**src/lbs_pkg.sv**
```systemverilog
// ----------------------------------------------------------------------------
// lbs_pkg
// Shared types, widths and the bilinear weight function of the sampler.
// ----------------------------------------------------------------------------
package lbs_pkg;

    // Field and datapath widths.
    localparam int FRAC_W   = 4;
    localparam int STYLE_W  = 10;
    localparam int TEXEL_W  = 24;
    localparam int CHAN_W   = 8;
    localparam int WEIGHT_W = 9;
    localparam int DOT_W    = 16;
    localparam int PROD_W   = DOT_W + STYLE_W;
    localparam int SUM_W    = 28;
    localparam int COUNT_W  = 3;
    localparam int TAPS     = 4;
    localparam int CHANNELS = 3;

    // Packed stream widths.
    localparam int IN_DATA_W  = 120;
    localparam int OUT_DATA_W = 88;

    localparam logic [SUM_W-1:0] SUM_MAX = {SUM_W{1'b1}};

    typedef logic [TAPS-1:0][WEIGHT_W-1:0] weight_vec_t;
    typedef logic [TAPS-1:0][CHAN_W-1:0]   chan_vec_t;

    // Control that travels beside the datapath through the pipeline.
    typedef struct packed {
        logic valid;
        logic last;
    } stage_ctrl_t;

    // Weights in 1/256 units: (16-s)(16-t), s(16-t), (16-s)t and s*t.
    function automatic weight_vec_t bilinear_weights(input logic [FRAC_W-1:0] s,
                                                     input logic [FRAC_W-1:0] t);
        logic [FRAC_W:0]     sc;
        logic [FRAC_W:0]     tc;
        logic [FRAC_W:0]     se;
        logic [FRAC_W:0]     te;
        logic [2*FRAC_W+1:0] p0;
        logic [2*FRAC_W+1:0] p1;
        logic [2*FRAC_W+1:0] p2;
        logic [2*FRAC_W+1:0] p3;
        weight_vec_t         w;
        se = {1'b0, s};
        te = {1'b0, t};
        sc = (FRAC_W+1)'(16) - se;
        tc = (FRAC_W+1)'(16) - te;
        p0 = sc * tc;
        p1 = se * tc;
        p2 = sc * te;
        p3 = se * te;
        w[0] = p0[WEIGHT_W-1:0];
        w[1] = p1[WEIGHT_W-1:0];
        w[2] = p2[WEIGHT_W-1:0];
        w[3] = p3[WEIGHT_W-1:0];
        return w;
    endfunction

endpackage

```
**src/lbs_lane.sv**
```systemverilog
// ----------------------------------------------------------------------------
// lbs_lane
// One colour channel: weighted sum of the four texels, then the style scale.
// ----------------------------------------------------------------------------
module lbs_lane
    import lbs_pkg::*;
(
    input  logic                clk,
    input  logic                en,
    input  weight_vec_t         weights,
    input  chan_vec_t           texels,
    input  logic [STYLE_W-1:0]  style,
    output logic [PROD_W-1:0]   product
);

    logic [DOT_W+1:0]   dot_sum;
    logic [DOT_W-1:0]   dot_reg;
    logic [DOT_W-1:0]   dot_next;
    logic [STYLE_W-1:0] style_reg;
    logic [PROD_W-1:0]  prod_reg;
    logic [PROD_W-1:0]  prod_next;

    // Four small products summed; the weights add to 256, so 16 bits suffice.
    always_comb
    begin
        dot_sum = '0;
        for (int i = 0; i < TAPS; i++)
        begin
            dot_sum = dot_sum + ((DOT_W+2)'(weights[i]) * (DOT_W+2)'(texels[i]));
        end
        dot_next = dot_sum[DOT_W-1:0];
    end

    // Second stage scales the filtered texel by the light style.
    assign prod_next = PROD_W'(dot_reg) * PROD_W'(style_reg);

    always_ff @(posedge clk)
    begin
        if (en)
        begin
            dot_reg   <= dot_next;
            style_reg <= style;
            prod_reg  <= prod_next;
        end
    end

    assign product = prod_reg;

endmodule

```
**src/lbs_merge.sv**
```systemverilog
// ----------------------------------------------------------------------------
// lbs_merge
// Accumulates the lane results over the layers of a group and holds the
// finished result for the output stream.
// ----------------------------------------------------------------------------
module lbs_merge
    import lbs_pkg::*;
#(
    parameter int MAX_MAPS = 4
)
(
    input  logic                                clk,
    input  logic                                rst_n,
    input  stage_ctrl_t                         ctrl,
    input  logic [CHANNELS-1:0][PROD_W-1:0]     products,
    output logic                                advance,
    output logic                                m_tvalid,
    input  logic                                m_tready,
    output logic [OUT_DATA_W-1:0]               m_tdata   // red, green, blue, maps_used
);

    logic [CHANNELS-1:0][SUM_W-1:0] sum_reg;
    logic [CHANNELS-1:0][SUM_W-1:0] sum_next;
    logic [CHANNELS-1:0][SUM_W-1:0] sat_sum;
    logic [COUNT_W-1:0]             count_reg;
    logic [COUNT_W-1:0]             count_next;
    logic [COUNT_W-1:0]             count_inc;
    logic [CHANNELS-1:0][SUM_W-1:0] res_reg;
    logic [CHANNELS-1:0][SUM_W-1:0] res_next;
    logic [COUNT_W-1:0]             maps_reg;
    logic [COUNT_W-1:0]             maps_next;
    logic                           out_valid_reg;
    logic                           out_valid_next;
    logic                           emit;
    logic                           take;

    // Saturating add of each lane into its running sum.
    always_comb
    begin
        logic [SUM_W:0] wide;
        for (int c = 0; c < CHANNELS; c++)
        begin
            wide       = {1'b0, sum_reg[c]} + (SUM_W+1)'(products[c]);
            sat_sum[c] = wide[SUM_W] ? SUM_MAX : wide[SUM_W-1:0];
        end
    end

    // A group closes on the last layer or when the layer limit is reached.
    assign count_inc = count_reg + COUNT_W'(1);
    assign emit      = ctrl.last || (count_inc >= COUNT_W'(MAX_MAPS));
    assign advance   = !(ctrl.valid && emit && out_valid_reg && !m_tready);
    assign take      = advance && ctrl.valid;

    // Next state for the sums, the layer count and the output register.
    always_comb
    begin
        sum_next       = sum_reg;
        count_next     = count_reg;
        res_next       = res_reg;
        maps_next      = maps_reg;
        out_valid_next = out_valid_reg && !m_tready;
        if (take)
        begin
            if (emit)
            begin
                res_next       = sat_sum;
                maps_next      = count_inc;
                sum_next       = '0;
                count_next     = '0;
                out_valid_next = 1'b1;
            end
            else
            begin
                sum_next   = sat_sum;
                count_next = count_inc;
            end
        end
    end

    always_ff @(posedge clk or negedge rst_n)
    begin
        if (!rst_n)
        begin
            sum_reg       <= '0;
            count_reg     <= '0;
            out_valid_reg <= 1'b0;
        end
        else
        begin
            sum_reg       <= sum_next;
            count_reg     <= count_next;
            out_valid_reg <= out_valid_next;
        end
    end

    always_ff @(posedge clk)
    begin
        res_reg  <= res_next;
        maps_reg <= maps_next;
    end

    assign m_tvalid = out_valid_reg;
    assign m_tdata  = {1'b0, maps_reg, res_reg[2], res_reg[1], res_reg[0]};

    // The layer count of an open group stays below the limit.
    a_count_below_limit: assert property (@(posedge clk) disable iff (!rst_n)
        count_reg < COUNT_W'(MAX_MAPS))
        else $error("layer count reached the limit without closing the group");

    // A result held on the output covers between one and MAX_MAPS layers.
    a_maps_in_range: assert property (@(posedge clk) disable iff (!rst_n)
        out_valid_reg |-> (maps_reg != '0) && (maps_reg <= COUNT_W'(MAX_MAPS)))
        else $error("maps_used out of range");

    // Closing a group clears the accumulator.
    a_clear_on_emit: assert property (@(posedge clk) disable iff (!rst_n)
        (take && emit) |=> (count_reg == '0) && (sum_reg == '0))
        else $error("accumulator not cleared after a group closed");

    // The pipeline only stalls while a finished result is still waiting.
    a_stall_cause: assert property (@(posedge clk) disable iff (!rst_n)
        !advance |-> (out_valid_reg && !m_tready))
        else $error("pipeline stalled without a waiting result");

endmodule

```
**src/lightmap_bilinear_sampler.sv**
```systemverilog
// A group's result passes through the weights, lane filter, style scale and
// accumulate registers after its last layer request is accepted, then appears on m_tvalid.
// Throughput: one layer per cycle; the pipeline holds only while a finished
// result waits for m_tready and another group is about to close.
// Reset: rst_n clears the sums, the layer count and all valid flags at once.
// ----------------------------------------------------------------------------
// lightmap_bilinear_sampler
// Bilinear lightmap sampler with three channel lanes and a merging
// accumulator that sums the lit value over the layers of a surface sample.
// ----------------------------------------------------------------------------
module lightmap_bilinear_sampler
    import lbs_pkg::*;
#(
    parameter int MAX_MAPS = 4
)
(
    input  logic                  clk,
    input  logic                  rst_n,
    input  logic                  s_tvalid,
    output logic                  s_tready,
    // s_frac, t_frac, style_value, texel_00, texel_01, texel_10, texel_11
    input  logic [IN_DATA_W-1:0]  s_tdata,
    input  logic                  s_tlast,   // last_map
    output logic                  m_tvalid,
    input  logic                  m_tready,
    output logic [OUT_DATA_W-1:0] m_tdata    // red, green, blue, maps_used
);

    logic                           en;
    logic [FRAC_W-1:0]              s_frac;
    logic [FRAC_W-1:0]              t_frac;
    logic [STYLE_W-1:0]             style_value;
    logic [TAPS-1:0][TEXEL_W-1:0]   texel_in;
    weight_vec_t                    weight_reg;
    logic [TAPS-1:0][TEXEL_W-1:0]   texel_reg;
    logic [STYLE_W-1:0]             style_reg;
    stage_ctrl_t                    ctrl_a_reg;
    stage_ctrl_t                    ctrl_b_reg;
    stage_ctrl_t                    ctrl_c_reg;
    stage_ctrl_t                    ctrl_a_next;
    logic [CHANNELS-1:0][PROD_W-1:0] products;

    // Unpack the request payload.
    assign s_frac      = s_tdata[3:0];
    assign t_frac      = s_tdata[7:4];
    assign style_value = s_tdata[17:8];
    assign texel_in[0] = s_tdata[41:18];
    assign texel_in[1] = s_tdata[65:42];
    assign texel_in[2] = s_tdata[89:66];
    assign texel_in[3] = s_tdata[113:90];

    assign s_tready          = en;
    assign ctrl_a_next.valid = s_tvalid;
    assign ctrl_a_next.last  = s_tlast;

    // Control flags advance with the datapath on every enabled cycle.
    always_ff @(posedge clk or negedge rst_n)
    begin
        if (!rst_n)
        begin
            ctrl_a_reg <= '0;
            ctrl_b_reg <= '0;
            ctrl_c_reg <= '0;
        end
        else if (en)
        begin
            ctrl_a_reg <= ctrl_a_next;
            ctrl_b_reg <= ctrl_a_reg;
            ctrl_c_reg <= ctrl_b_reg;
        end
    end

    // Input stage: register the texels and compute the bilinear weights.
    always_ff @(posedge clk)
    begin
        if (en)
        begin
            weight_reg <= bilinear_weights(s_frac, t_frac);
            texel_reg  <= texel_in;
            style_reg  <= style_value;
        end
    end

    // One lane per colour channel.
    for (genvar c = 0; c < CHANNELS; c++)
    begin : g_lane
        chan_vec_t lane_texels;

        for (genvar i = 0; i < TAPS; i++)
        begin : g_tap
            assign lane_texels[i] = texel_reg[i][c*CHAN_W +: CHAN_W];
        end

        lbs_lane u_lane (
            .clk     (clk),
            .en      (en),
            .weights (weight_reg),
            .texels  (lane_texels),
            .style   (style_reg),
            .product (products[c])
        );
    end

    // Merge the lanes into the per-group sums.
    lbs_merge #(
        .MAX_MAPS (MAX_MAPS)
    ) u_merge (
        .clk      (clk),
        .rst_n    (rst_n),
        .ctrl     (ctrl_c_reg),
        .products (products),
        .advance  (en),
        .m_tvalid (m_tvalid),
        .m_tready (m_tready),
        .m_tdata  (m_tdata)
    );

endmodule
```
**config.mk**
```make
export PLATFORM = sky130hd
export DESIGN_NAME = lightmap_bilinear_sampler
export DESIGN_NICKNAME = d
export VERILOG_FILES = /design/src/lbs_pkg.sv /design/src/lbs_lane.sv /design/src/lbs_merge.sv /design/src/lightmap_bilinear_sampler.sv
export SDC_FILE = /design/constraint.sdc
export NUM_CORES = 2
export LEC_CHECK = 0
export ABC_AREA = 1
export BUFFER_PORTS_ARGS = -buffer_cell sky130_fd_sc_hd__buf_2
export CAP_MARGIN = 20
export CORE_AREA = 5 5 346 348
export CTS_CLUSTER_SIZE = 8
export DETAILED_ROUTE_END_ITERATION = 6
export DIE_AREA = 0 0 351 353
export PLACE_DENSITY = 0.77
export SYNTH_ARGS = -nofsm -noshare
export SYNTH_HDL_FRONTEND = slang
export SYNTH_SLANG_ARGS = --single-unit
```
**constraint.sdc**
```tcl
create_clock -name clk -period 13.4 [get_ports clk]
set_input_delay 2.01 -clock clk [delete_from_list [all_inputs] [get_ports clk]]
set_output_delay 2.01 -clock clk [all_outputs]
set_load 0.02 [all_outputs]
```
# After elaboration in Yosys (flattened, before gate mapping)
# Index checks and enable logic that the tools add are counted.
[totals]
wordCells = 82
output_inout_bits = 90
reg_bits = 458
in_bits = 125
[op_classes]
reduce_logical = 9
multipliers = 19
mux = 7
add_sub_neg = 15
magnitude_cmp = 1
[op_table]
columns = ["cell", "count"]
rows = [
  ["16-bit adder", 9],
  ["9-bit by 8-bit multiplier with 16-bit output", 9],
  ["28-bit by 26-bit adder with 29-bit output", 3],
  ["28-bit two-way mux", 3],
  ["84-bit two-way mux", 1],
  ["16-bit by 10-bit multiplier with 26-bit output", 3],
  ["8-bit by 8-bit multiplier with 16-bit output", 3],
  ["5-bit by 4-bit subtractor with 5-bit output, first input constant", 2],
  ["4-bit by 5-bit multiplier with 9-bit output", 1],
  ["5-bit by 4-bit multiplier with 9-bit output", 1],
  ["5-bit by 5-bit multiplier with 9-bit output", 1],
  ["4-bit by 4-bit multiplier with 8-bit output", 1],
  ["1-bit logical AND", 5],
  ["3-bit by 1-bit adder with 3-bit output, second input constant", 1],
  ["3-bit greater-or-equal comparator, second input constant", 1],
  ["3-bit two-way mux", 1],
  ["1-bit zero test", 2],
  ["1-bit two-way mux", 2],
  ["2-bit AND reduction", 1],
  ["1-bit logical OR", 1],
]

# Longest topological paths before layout
[depth]
ltp_word = 9
mapped_depth = 31
depth_no_buf = 29

# Modules after synthesis
# A second synthesis with hierarchy kept.
[unflattened]
cells_unflattened = 8700
hier_area_um2 = 70832.9
[by_module_without_submodules]
columns = ["module", "seq_area_each_um2", "cells_each", "instances", "area_each_um2"]
rows = [
  ["lbs_lane at g_lane[1].u_lane", 1561.5, 2126, 1, 17013.8],
  ["lbs_lane at g_lane[0].u_lane", 1561.5, 2126, 1, 17011.3],
  ["lbs_lane at g_lane[2].u_lane", 1561.5, 2124, 1, 17003.8],
  ["lbs_merge", 4814.6, 1828, 1, 13015.0],
  ["lightmap_bilinear_sampler", 4294.1, 496, 1, 6789.0],
]

# Least setup slack after synthesis
# OpenSTA, ideal clock, no wires.
[synth_path]
kind = "in2out"
startpoint = "in m_tready"
endpoint = "out s_tready"
required_time_ns = 11.390
arrival_time_ns = 5.225
cell_stages = 4
n_path_buf = 0
setup_slack_ns = 6.165
path_cell_list = "nor2_1 > inv_1 > nor2_4 > inv_2"
[synth_via]
elab_chain_len = 3
[synth_rtl]
columns = ["item", "line_no", "text"]
rows = [
  ["start: declaration", "lightmap_bilinear_sampler.sv:25", "input logic m_tready,"],
  ["1-bit zero test", "lbs_merge.sv:51", "assign advance = !(ctrl.valid && emit && out_valid_reg && !m_tready);"],
  ["1-bit logical AND", "lbs_merge.sv:51", ""],
  ["1-bit zero test", "lbs_merge.sv:51", ""],
  ["end: declaration", "lightmap_bilinear_sampler.sv:20", "output logic s_tready,"],
]
# Every way passes these cells.

# Final worst setup path
[layout_path]
startpoint = "reg weight_reg[0] in the netlist's numbering"
endpoint = "reg g_lane[1].u_lane.dot_reg[13] (data pin)"
[layout_via]
elab_chain_len = 4
[layout_rtl]
columns = ["item", "line_no", "text"]
rows = [
  ["start: declaration", "lightmap_bilinear_sampler.sv:34", "weight_vec_t weight_reg;"],
  ["start signal: assignment", "lightmap_bilinear_sampler.sv:78", "weight_reg <= bilinear_weights(s_frac, t_frac);"],
  ["9-bit by 8-bit multiplier with 16-bit output", "lbs_lane.sv:29", "dot_sum = dot_sum + ((DOT_W+2)'(weights[i]) * (DOT_W+2)'(texels[i]));"],
  ["16-bit adder (3 in a row)", "lbs_lane.sv:29", ""],
  ["named net g_lane[1].u_lane.dot_sum[13]", "lbs_lane.sv:16", "logic [DOT_W+1:0] dot_sum;"],
  ["end signal: assignment", "lbs_lane.sv:41", "dot_reg <= dot_next;"],
  ["end: declaration", "lbs_lane.sv:17", "logic [DOT_W-1:0] dot_reg;"],
]
# The timed path passes the listed nets, and every way through them passes these cells.
# A chain may end at the register's enable or synchronous reset.

==> run metrics <==
Post-synth ARST share 20.7%; Synth cell types 51; min Tclk post-route 7450 ps; hold_ws 414 ps; Worst EP required 13820 ps; reg2reg start weight_reg[0]; die area 124000 um2; cell repeated most along the worst path fa_1; hpwl dp 129000 um; Final ANT Viol Nets 0; Port Buf Inserts 207; critical path arrival 7870 ps; Syn Inst Count 8537; Die Wd 351 um; clk slew on worst S/H paths 60 ps; initial antenna violation count 2; core area 116000 um2; CTS tree built; sequential area share after synthesis 19.1%; post_cts resized 0; Layout Nets 10413; Slew @ Worst Pin 1140 ps; ys flop type edfxtp_1; Fin. Hold Viols 0; R2R setup slack 5950 ps; Synth area leaders fa_1 (31%), edfxtp_1 (16%), nand2_1 (14%); Worst R2R Path Depth 23; Final Cell Area 73500 um2; pin count of the biggest net entering global routing 83; Synth Net Count 10385; area of the multi-input gates 45700 um2; clock skew 53.7 ps; number of synthesis warnings 0; drt drc 0; fin. max-slew vios 0; Hold Buf Count CTS 0; final wirelength 161000 um; RR Endpoint g_lane[1].u_lane.dot_reg[13]; Hold Crit Class reg2reg; maximum buffer depth of the clock tree 3; GPL Wtd Cong 0.932; DRT iter0 DRCs 3623; Initial Util 59.7%; setup violators final 0; setup TNS 0 ps; total number of vias 52509; Final Cycle Share 55.6%; Pre-antenna DRT Iters 6; Clock Latency Late Sink 690 ps; Commonest cells post-synth nand2_1 (2544), inv_1 (2392), fa_1 (1056); headroom to the max-slew limit 24.2%; worst path cell trace buf_4 > buf_4 > nand2_1 > fa_1 > inv_1 > fa_1 > inv_1 > fa_1 > inv_1 > ha_1 > inv_1 > fa_1 > inv_1 > fa_1 > inv_1 > fa_1 > fa_1 > fa_1 > o21ai_0 > nand2_1 > nand2_1 > a31oi_1 > xor2_1; syn_area_per_cell 8.11 um2; clk sink count 455; cts bufs inserted 70; Fillers 9768; grt ovf 0; Post-DP Area 71300 um2; unrepaired setup endpoints after global routing false; Setup crit start weight_reg[0]; number of global-route vias before repair 55233; crit path max-delay cell type buf_4; FP Rows 125; global-route wire length before repair 272000 um; Critical Path Sink g_lane[1].u_lane.dot_reg[13]; post-synth top area share 30.5%; max FFs per register 96; crit-path max cell delay 630 ps; area leader, netlist fa_1; post-synthesis cell area 69200 um2; EDFF count, synth 361; crit path max fanout 51; routed length per placed instance 15.9 um; clk root buf clkbuf_16; gr usage total 27.0%; Area Growth Syn to Fin 6.11%; Max Cap Viol 0; setup fix buffers added after clock tree synthesis 0; fin util 63.4%; CP Class reg2reg; most frequent cell after synthesis nand2_1; vias per cell 5.18; FF/Latch Area 13200 um2; Seq cells post-synth 455; IO Pins 215; H-tree depth 3; Max Fclk 134 MHz; Setup crit end kind flop; status finished clean; Worst Setup Start Kind flop; layout cells sized above 1 5.24%; Die H 353 um
==> layout by cell type, fill, tap and decap left out, types with 112 or more instances in the layout <==
| cell | count |
|---|---|
| nand2_1 | 2544 |
| inv_1 | 2392 |
| fa_1 | 1056 |
| ha_1 | 667 |
| edfxtp_1 | 361 |
| nor2_1 | 223 |
| buf_2 | 206 |
| nand3_1 | 196 |
| a21oi_1 | 159 |
| xor2_1 | 112 |
==> critical path, delay by kind of cell, from the launching register on <==
| family | cells | cell delay (ps) |
|---|---|---|
| adders and majority gates | 9 | 4140 |
| buffers and inverters | 8 | 1480 |
| AOI/OAI and AO/OA | 2 | 680 |
| and+or+nand+nor | 3 | 390 |
| DFF | 1 | 320 |
| xor gates and xnor gates | 1 | 160 |
==> area by class of cell <==
class / count / area share [%]
Clock buffer: 107 / 2.63
Sequential cell: 455 / 18.0
Tap cell: 1524 / 2.60
Inverter: 2423 / 12.4
Clock inverter: 12 / 0.244
Antenna cell: 2 / 0.00681
Multi-Input combinational cell: 5361 / 62.2
Timing Repair Buffer: 254 / 1.95
==> logic make-up after synthesis <==
logic type	synth area share [%]
AND/OR/NAND/NOR	18.7
buffers and inverters	14.9
adder cells (fa/ha/maj)	42.6
flip-flops	19.1
AO/OA/AOI/OAI	2.41
XOR/XNOR	2.25
other	0.00542
==> metal layers <==
metal	GRT usage, %	up-vias	wire [um]	part of all wire, %
met4	9.28	2	6040	3.7
met3	4.25	345	11200	6.9
li1	-	24875	-	-
met1	36.5	25564	67700	42
met2	44.6	1723	76300	47
met5	0	-	12	0.0074
==> how the worst min path moves through the flow <==
stage,from,endpoint,slack [ps],cells past startpoint
4_1_cts,style_reg[1],g_lane[2].u_lane.style_reg[1],410,0
2_1_floorplan,style_reg[0],g_lane[2].u_lane.style_reg[0],400,0
6_report,style_reg[1],g_lane[2].u_lane.style_reg[1],410,0
5_1_grt,style_reg[3],g_lane[2].u_lane.style_reg[3],420,0
3_5_place_dp,style_reg[1],g_lane[2].u_lane.style_reg[1],410,0
3_3_place_gp,style_reg[8],g_lane[2].u_lane.style_reg[8],400,0
==> through the flow <==
step	worst slack [ps]	instances
after detailed placement	6090	10015
after global placement	6220	10015
final	5950	10138
after CTS	6070	10134
after floorplan	6170	8537
after global routing	5700	10136
Power is not shown: default switching activity piles up to over one toggle a cycle in this logic, so the estimate is an artifact.
